==> src/rtl/rslr_pkg.sv <==
// ----------------------------------------------------------------------------
// rslr_pkg
// Types and constants shared by the run-slice line rasterizer.
// ----------------------------------------------------------------------------
package rslr_pkg;

	localparam int COORD_BITS = 11;
	localparam int COLOR_BITS = 32;

	typedef logic [COORD_BITS-1:0] coord_t;

	// what the current line is drawn as
	typedef enum logic [2:0] {
		KIND_IDLE  = 3'd0,
		KIND_POINT = 3'd1,
		KIND_VERT  = 3'd2,
		KIND_HORZ  = 3'd3,
		KIND_DIAG  = 3'd4,
		KIND_XMAJ  = 3'd5,
		KIND_YMAJ  = 3'd6
	} line_kind_t;

	localparam logic FUNC_LOAD = 1'b0;
	localparam logic FUNC_TICK = 1'b1;

	typedef struct packed {
		logic                  func;
		coord_t                start_x;
		coord_t                start_y;
		coord_t                end_x;
		coord_t                end_y;
		logic [COLOR_BITS-1:0] color;
	} cmd_word_t;

	typedef struct packed {
		coord_t                pixel_x;
		coord_t                pixel_y;
		logic [COLOR_BITS-1:0] pixel_color;
		logic                  last_pixel;
	} pix_word_t;

endpackage

==> src/rtl/rslr_div.sv <==
// ----------------------------------------------------------------------------
// rslr_div
// Restoring divider, one quotient bit per cycle, shared by the line setup.
// ----------------------------------------------------------------------------
module rslr_div #(
	parameter int W = 11
) (
	input  logic         clk,
	input  logic         arst_n,
	input  logic         start,
	input  logic [W-1:0] dividend,
	input  logic [W-1:0] divisor,
	output logic         done,
	output logic [W-1:0] quotient,
	output logic [W-1:0] remainder
);
	localparam int CW = $clog2(W + 1);

	logic          busy_q;
	logic          done_q;
	logic [CW-1:0] cnt_q;
	logic [W-1:0]  quo_q;
	logic [W-1:0]  rem_q;
	logic [W-1:0]  div_q;
	logic [W:0]    trial;
	logic          fits;
	logic [W:0]    diff;

	assign trial = {rem_q, quo_q[W-1]};
	assign fits  = (trial >= {1'b0, div_q});
	assign diff  = trial - {1'b0, div_q};

	always_ff @(posedge clk or negedge arst_n) begin
		if (!arst_n) begin
			busy_q <= 1'b0;
			done_q <= 1'b0;
			cnt_q  <= '0;
		end else begin
			done_q <= 1'b0;
			if (start) begin
				busy_q <= 1'b1;
				cnt_q  <= CW'(W);
			end else if (busy_q) begin
				cnt_q <= cnt_q - CW'(1);
				if (cnt_q == CW'(1)) begin
					busy_q <= 1'b0;
					done_q <= 1'b1;
				end
			end
		end
	end

	always_ff @(posedge clk) begin
		if (start) begin
			quo_q <= dividend;
			rem_q <= '0;
			div_q <= divisor;
		end else if (busy_q) begin
			// remainder stays below the divisor, so the low W bits carry it
			rem_q <= fits ? diff[W-1:0] : trial[W-1:0];
			quo_q <= {quo_q[W-2:0], fits};
		end
	end

	assign done      = done_q;
	assign quotient  = quo_q;
	assign remainder = rem_q;

endmodule

==> src/rtl/run_slice_line_rasterizer.sv <==
// ----------------------------------------------------------------------------
// run_slice_line_rasterizer
// Line rasterizer: a load word sets up a line, each tick word emits its next pixel while a line is active.
// ----------------------------------------------------------------------------
// channel | dir | handshake            | word
// cmd     | in  | cmd_valid/cmd_ready  | cmd_word_t (func, endpoints, color)
// pix     | out | pix_valid/pix_ready  | pix_word_t (x, y, color, last)
//
// Ticks stream at one word per cycle while the pix side is not stalled.
// A load of a point, vertical, horizontal or diagonal line needs no divider.
// A load of an x- or y-major line runs the shared divider once or twice,
// with cmd_ready low until the divider is through.
// A pixel waits in the output register; a stalled pix side holds off cmd.
// Reset leaves no line active; ticks before the first load are dropped.
// ----------------------------------------------------------------------------
module run_slice_line_rasterizer (
	input  logic               clk,
	input  logic               arst_n,
	input  logic               cmd_valid,
	output logic               cmd_ready,
	input  rslr_pkg::cmd_word_t cmd,
	output logic               pix_valid,
	input  logic               pix_ready,
	output rslr_pkg::pix_word_t pix
);
	import rslr_pkg::*;

	typedef enum logic [2:0] {
		ST_IDLE       = 3'b001,
		ST_DIV_RUN    = 3'b010,
		ST_DIV_SPREAD = 3'b100
	} seq_state_t;

	seq_state_t            state_q, state_d;
	line_kind_t            kind_q, kind_d;
	coord_t                cur_x_q, cur_x_d;
	coord_t                cur_y_q, cur_y_d;
	coord_t                tgt_x_q, tgt_x_d;
	coord_t                tgt_y_q, tgt_y_d;
	logic [COLOR_BITS-1:0] color_q, color_d;
	logic                  down_q, down_d;
	coord_t                run_len_q, run_len_d;
	coord_t                spare_q, spare_d;
	coord_t                period_q, period_d;
	coord_t                phase_q, phase_d;
	coord_t                rmod_q, rmod_d;   // slice index modulo the period
	logic                  extra_q, extra_d;
	coord_t                dy_q, dy_d;

	logic                  pix_valid_q;
	pix_word_t             pix_q;

	logic                  cmd_acc;
	logic                  emit;
	logic                  last;

	// load decode
	coord_t                sx, sy, ex, ey, dx, dy, major, minor;
	logic                  ld_down;
	line_kind_t            ld_kind;

	// divider
	logic                  div_start;
	coord_t                div_dividend, div_divisor;
	logic                  div_done;
	coord_t                div_quo, div_rem;

	// slice stepping
	coord_t                ph_inc, rmod_inc;
	logic                  slice_end;

	assign cmd_ready = (state_q == ST_IDLE) && (!pix_valid_q || pix_ready);
	assign cmd_acc   = cmd_valid && cmd_ready;

	function automatic coord_t y_step(input coord_t y, input logic dn);
		return dn ? y - COORD_BITS'(1) : y + COORD_BITS'(1);
	endfunction

	always_comb begin
		if (cmd.end_x < cmd.start_x) begin
			sx = cmd.end_x;
			sy = cmd.end_y;
			ex = cmd.start_x;
			ey = cmd.start_y;
		end else begin
			sx = cmd.start_x;
			sy = cmd.start_y;
			ex = cmd.end_x;
			ey = cmd.end_y;
		end
		dx      = ex - sx;
		ld_down = (ey < sy);
		dy      = ld_down ? sy - ey : ey - sy;
		if (dx > dy) begin
			major = dx;
			minor = dy;
		end else begin
			major = dy;
			minor = dx;
		end
		priority if (dx == '0 && dy == '0) ld_kind = KIND_POINT;
		else if (dx == '0)                 ld_kind = KIND_VERT;
		else if (dy == '0)                 ld_kind = KIND_HORZ;
		else if (dx == dy)                 ld_kind = KIND_DIAG;
		else if (dx > dy)                  ld_kind = KIND_XMAJ;
		else                               ld_kind = KIND_YMAJ;
	end

	rslr_div #(
		.W(COORD_BITS)
	) u_div (
		.clk      (clk),
		.arst_n   (arst_n),
		.start    (div_start),
		.dividend (div_dividend),
		.divisor  (div_divisor),
		.done     (div_done),
		.quotient (div_quo),
		.remainder(div_rem)
	);

	assign ph_inc   = phase_q + COORD_BITS'(1);
	assign rmod_inc = rmod_q + COORD_BITS'(1);

	always_comb begin
		state_d   = state_q;
		kind_d    = kind_q;
		cur_x_d   = cur_x_q;
		cur_y_d   = cur_y_q;
		tgt_x_d   = tgt_x_q;
		tgt_y_d   = tgt_y_q;
		color_d   = color_q;
		down_d    = down_q;
		run_len_d = run_len_q;
		spare_d   = spare_q;
		period_d  = period_q;
		phase_d   = phase_q;
		rmod_d    = rmod_q;
		extra_d   = extra_q;
		dy_d      = dy_q;
		emit      = 1'b0;
		last      = 1'b0;
		slice_end = 1'b0;
		div_start    = 1'b0;
		div_dividend = major;
		div_divisor  = minor + COORD_BITS'(1);

		unique case (state_q)
			ST_IDLE: begin
				if (cmd_acc && cmd.func == FUNC_LOAD) begin
					cur_x_d   = sx;
					cur_y_d   = sy;
					tgt_x_d   = ex;
					tgt_y_d   = ey;
					color_d   = cmd.color;
					down_d    = ld_down;
					kind_d    = ld_kind;
					dy_d      = dy;
					run_len_d = '0;
					spare_d   = '0;
					period_d  = COORD_BITS'(1);
					phase_d   = '0;
					rmod_d    = '0;
					extra_d   = 1'b0;
					if (ld_kind == KIND_XMAJ || ld_kind == KIND_YMAJ) begin
						div_start = 1'b1;
						state_d   = ST_DIV_RUN;
					end
				end else if (cmd_acc && kind_q != KIND_IDLE) begin
					emit = 1'b1;
					unique case (kind_q)
						KIND_POINT: last = 1'b1;
						KIND_VERT: begin
							if (cur_y_q == tgt_y_q) last = 1'b1;
							else cur_y_d = y_step(cur_y_q, down_q);
						end
						KIND_HORZ: begin
							if (cur_x_q == tgt_x_q) last = 1'b1;
							else cur_x_d = cur_x_q + COORD_BITS'(1);
						end
						KIND_DIAG: begin
							if (cur_x_q == tgt_x_q) last = 1'b1;
							else begin
								cur_x_d = cur_x_q + COORD_BITS'(1);
								cur_y_d = y_step(cur_y_q, down_q);
							end
						end
						KIND_XMAJ, KIND_YMAJ: begin
							// step along the major axis
							if (kind_q == KIND_XMAJ) cur_x_d = cur_x_q + COORD_BITS'(1);
							else cur_y_d = y_step(cur_y_q, down_q);
							if (extra_q) begin
								extra_d = 1'b0;
								if (spare_q != '0) spare_d = spare_q - COORD_BITS'(1);
								slice_end = 1'b1;
							end else begin
								phase_d = ph_inc;
								if (ph_inc >= run_len_q) begin
									if (spare_q != '0 && rmod_q == '0) extra_d = 1'b1;
									else slice_end = 1'b1;
								end
							end
							if (slice_end) begin
								phase_d = '0;
								// minor-axis step, or done if already at the end
								if (kind_q == KIND_XMAJ) begin
									if (cur_y_q == tgt_y_q) last = 1'b1;
									else cur_y_d = y_step(cur_y_q, down_q);
								end else begin
									if (cur_x_q == tgt_x_q) last = 1'b1;
									else cur_x_d = cur_x_q + COORD_BITS'(1);
								end
								if (!last) rmod_d = (rmod_inc == period_q) ? '0 : rmod_inc;
							end
						end
						default: last = 1'b0;
					endcase
					if (last) kind_d = KIND_IDLE;
				end
			end
			ST_DIV_RUN: begin
				div_dividend = dy_q;
				div_divisor  = div_rem;
				if (div_done) begin
					run_len_d = div_quo;
					spare_d   = div_rem;
					if (div_rem != '0) begin
						div_start = 1'b1;
						state_d   = ST_DIV_SPREAD;
					end else begin
						state_d = ST_IDLE;
					end
				end
			end
			ST_DIV_SPREAD: begin
				if (div_done) begin
					period_d = (div_quo == '0) ? COORD_BITS'(1) : div_quo;
					state_d  = ST_IDLE;
				end
			end
			default: state_d = ST_IDLE;
		endcase
	end

	always_ff @(posedge clk or negedge arst_n) begin
		if (!arst_n) begin
			state_q     <= ST_IDLE;
			kind_q      <= KIND_IDLE;
			cur_x_q     <= '0;
			cur_y_q     <= '0;
			tgt_x_q     <= '0;
			tgt_y_q     <= '0;
			color_q     <= '0;
			down_q      <= 1'b0;
			run_len_q   <= '0;
			spare_q     <= '0;
			period_q    <= COORD_BITS'(1);
			phase_q     <= '0;
			rmod_q      <= '0;
			extra_q     <= 1'b0;
			dy_q        <= '0;
			pix_valid_q <= 1'b0;
		end else begin
			state_q   <= state_d;
			kind_q    <= kind_d;
			cur_x_q   <= cur_x_d;
			cur_y_q   <= cur_y_d;
			tgt_x_q   <= tgt_x_d;
			tgt_y_q   <= tgt_y_d;
			color_q   <= color_d;
			down_q    <= down_d;
			run_len_q <= run_len_d;
			spare_q   <= spare_d;
			period_q  <= period_d;
			phase_q   <= phase_d;
			rmod_q    <= rmod_d;
			extra_q   <= extra_d;
			dy_q      <= dy_d;
			if (emit) pix_valid_q <= 1'b1;
			else if (pix_ready) pix_valid_q <= 1'b0;
		end
	end

	always_ff @(posedge clk) begin
		if (emit) begin
			pix_q.pixel_x     <= cur_x_q;
			pix_q.pixel_y     <= cur_y_q;
			pix_q.pixel_color <= color_q;
			pix_q.last_pixel  <= last;
		end
	end

	assign pix_valid = pix_valid_q;
	assign pix       = pix_q;

endmodule

==> config.mk <==
export PLATFORM = sky130hd
export DESIGN_NAME = run_slice_line_rasterizer
export DESIGN_NICKNAME = d
export VERILOG_FILES = /design/src/rtl/rslr_pkg.sv /design/src/rtl/rslr_div.sv /design/src/rtl/run_slice_line_rasterizer.sv
export SDC_FILE = /design/constraint.sdc
export NUM_CORES = 1
export LEC_CHECK = 0
export ABC_CLOCK_PERIOD_IN_PS = 9860
export BUFFER_PORTS_ARGS = -buffer_cell sky130_fd_sc_hd__buf_2
export CAP_MARGIN = 20
export CORE_ASPECT_RATIO = 0.9
export CORE_UTILIZATION = 45
export DETAILED_ROUTE_END_ITERATION = 8
export GPL_TIMING_DRIVEN = 0
export HOLD_SLACK_MARGIN = 0.12
export PLACE_DENSITY = 0.7
export SLEW_MARGIN = 0
export SYNTH_ARGS = -nofsm -noshare
export SYNTH_HDL_FRONTEND = slang
export SYNTH_SLANG_ARGS = --single-unit
export TNS_END_PERCENT = 100
==> constraint.sdc <==
create_clock -name clk -period 9.86 [get_ports clk]
set_input_delay 0.493 -clock clk [delete_from_list [all_inputs] [get_ports clk]]
set_output_delay 0.493 -clock clk [all_outputs]
set_load 0.05 [all_outputs]
==> results.ini <==
[clock_network]
cts_buffer_depth=3
cts-root-buf=clkbuf_16
cts.sinks=245
cts_hold_buf=16
cts-htree-levels=1
postCtsSetupBuffers=0
cts_resized=0
cts_buffers=27
clk_transition_reported_paths_ns=0.06
cts_tree=built
clkLatencyLatePin_ns=0.56

[timing]
tightest_slew_ns=1.14
finalCritPeriodShare_pct=92.3
slew-limit-headroom_pct=23.4
rsz0062_at_grt=false
finClkSkew_ns=0.00916
fin_crit_ns=9.10
hold_viol_final=0
drv_slew=0
setup_violations=0
fmax_ghz=0.110
layout_setup_ws_ns=0.761
fin_tns_setup_ns=0

[power]
power_mw=4.75
p_leak_nw=7.65
ir_drop_mv=0.146
power_density_nw_per_um2=268

[routing]
via_count=13800
drtIter0Drc=1258
wl_per_cell_um=18.2
drc=0
dr.pass1.iters=6
viasPerCell=5.72
ant_nets=0
wl_mm=43.8

[flow_run]
max_cap_violations=0

[global_route]
grtUsageTotal_pct=25.0
grt_antenna_before_repair=1
grt_max_degree=120
grt_pass1_wl_mm=68.9
grt-ovfl-total=0
grt_pass1_vias=12900
grt-busiest-layer=met2
use_met1_pct=35.0
use_met3_pct=3.57
use_met2_pct=38.9

[synth]
synth_fp_nets=1900
synth_ff_type=dfrtp_1
ys_seq_elements=245
synthCells=1753
synth-edff-count=77
synth_area_per_cell_um2=8.79
ys_seq_area_share_pct=42.0
synth_warnings=0
synth-async-reset-ratio_pct=64.1
ys_types=103
synthesis.area_um2=15400

[critical_path]
cp-end-kind=flop
critPathSlowestCell=o31ai_1
reg2reg_to=cur_y_q[1]
reg2reg_slack_ns=5.48
path_class=primary input to flop
arrival_ns=9.53
critical_path.max_stage_delay_ns=0.93
path_max_fanout=10
worst_setup_path_start_kind=primary input
reg2reg_from=phase_q[2]
crit_buf_inv=10
cp_data_required_time_ns=10.29
r2r_cells=16
critPathTopFamily=buffers and inverters

[worst_hold_path]
whs_endpoint=color_q[30]
holdPathStages=3
hp-class=primary input to flop
worstHoldStart=cmd[30]

[floorplanning]
die_w_um=197
dieArea_um2=35000
initial_core_util_pct=46.2
fp.coreArea_um2=33300
die_y_um=178
ios=138
rows=63

[place]
place_congestion=0.978
place_hpwl_mm=32.8
portBuffers=133
dp_slack_ns=0.530

[final_layout]
finish.utilization_pct=53.3
final_common_cell=nand2_1
area_delta_synth_final_pct=15.3
fill_cells=3134
drive_gt1_share_pct=12.9
diodes=0
final_cell_mix=308 x nand2_1, 161 x nor2_1, 155 x dfrtp_1, 140 x buf_2, 126 x o21ai_0
seqCellArea_um2=6460
layout.nets=2080
multi_input_area_um2=8230

[run_status]
outcome=completed

## synthesized netlist by cell type, drive strengths merged (11+ instances only)
cell / number / area, µm²
mux2i: 29 / 310
nand2b: 23 / 144
o21ai: 131 / 656
buf: 20 / 115
nor2b: 31 / 194
a211oi: 26 / 213
a21oi: 113 / 566
nor4: 11 / 75.1
dfrtp: 155 / 3880
mux2: 12 / 150
clkbuf: 59 / 221
nand3: 40 / 200
ha: 64 / 801
nand2: 308 / 1160
a31oi: 27 / 184
xor2: 15 / 150
o31ai: 23 / 178
xnor2: 74 / 727
nor2: 163 / 631
nor3: 26 / 135
and3: 13 / 86.3
o21a: 15 / 114
nand4: 31 / 228
o211ai: 14 / 119
dfxtp: 11 / 220
inv: 101 / 382
edfxtp: 77 / 2310
## cell families (layout without fill, tap and decap cells)
kind of cell    count (synthesis)  count (layout)  synth area share [%]
fa+ha+maj                      76              76                  6.13
simple gates                  679             679                  20.1
xor+xnor                       89              89                  5.69
compound gates                443             443                  18.4
flops                         245             245                  42.0
buf+inv                       180             381                  4.66
mux                            41              41                  2.99
## state kept, by name, indices dropped and copies added, names as in the netlist, 3 cells and up
name / flops
color_q: 32
cur_x_q: 11
cur_y_q: 11
dy_q: 11
kind_q: 3
period_q: 11
phase_q: 11
pix: 55
rmod_q: 11
run_len_q: 11
spare_q: 11
state_q: 3
tgt_x_q: 11
tgt_y_q: 11
u_div.cnt_q: 4
u_div.div_q: 11
u_div.quotient: 11
u_div.remainder: 11
## worst max-delay path by stage
stage	slack [ns]	cells after the start	from	end
after floorplan	2.51	34	cmd[67]	u_div.div_q[10]
after global placement	0.58	35	cmd[67]	u_div.div_q[10]
after detailed placement	0.53	35	cmd[67]	u_div.div_q[10]
after CTS	1.09	35	cmd[67]	u_div.div_q[10]
after global routing	0.32	35	cmd[67]	u_div.div_q[10]
final	0.76	35	cmd[67]	u_div.div_q[10]
## where the power goes
part	leakage (nW)	switching (mW)	total (mW)	internal (mW)
combinational	4.43	1.27	2.06	0.793
sequential	2.77	0.272	1.68	1.41
clock	0.441	0.430	1.01	0.576
## area by class of cell
cell class              count  area share, %
multi-input cells        1328           46.3
flip-flops and latches    245           36.4
repair buffers            151           5.02
clock buffers              34           4.29
well taps                 455           3.21
inverters                 101           2.15
plain buffers              79           1.90
clock inverters            16          0.733
## tightest hold or removal path, cell delays in order
cell,delay [ns]
buf_2,0.07
nand2_1,0.04
nand2_1,0.06
## through the flow
| step | instance area [µm²] | instances | hold WS [ns] |
|---|---|---|---|
| after floorplan | 15400 | 1753 | 0.197 |
| after global placement | 16600 | 2341 | 0.427 |
| after detailed placement | 16700 | 2343 | 0.402 |
| after CTS | 17800 | 2409 | 0.123 |
| after global routing | 17800 | 2409 | 0.129 |
| final | 17800 | 2409 | 0.136 |
## per-layer routing
layer	up-vias	share of wire [%]	wire, µm
met5	-	0	0
met4	0	3.8	1680
met3	97	7.5	3290
met2	564	44	19200
met1	6534	45	19600
li1	6581	-	-
Power figures use the tool's default switching activity.
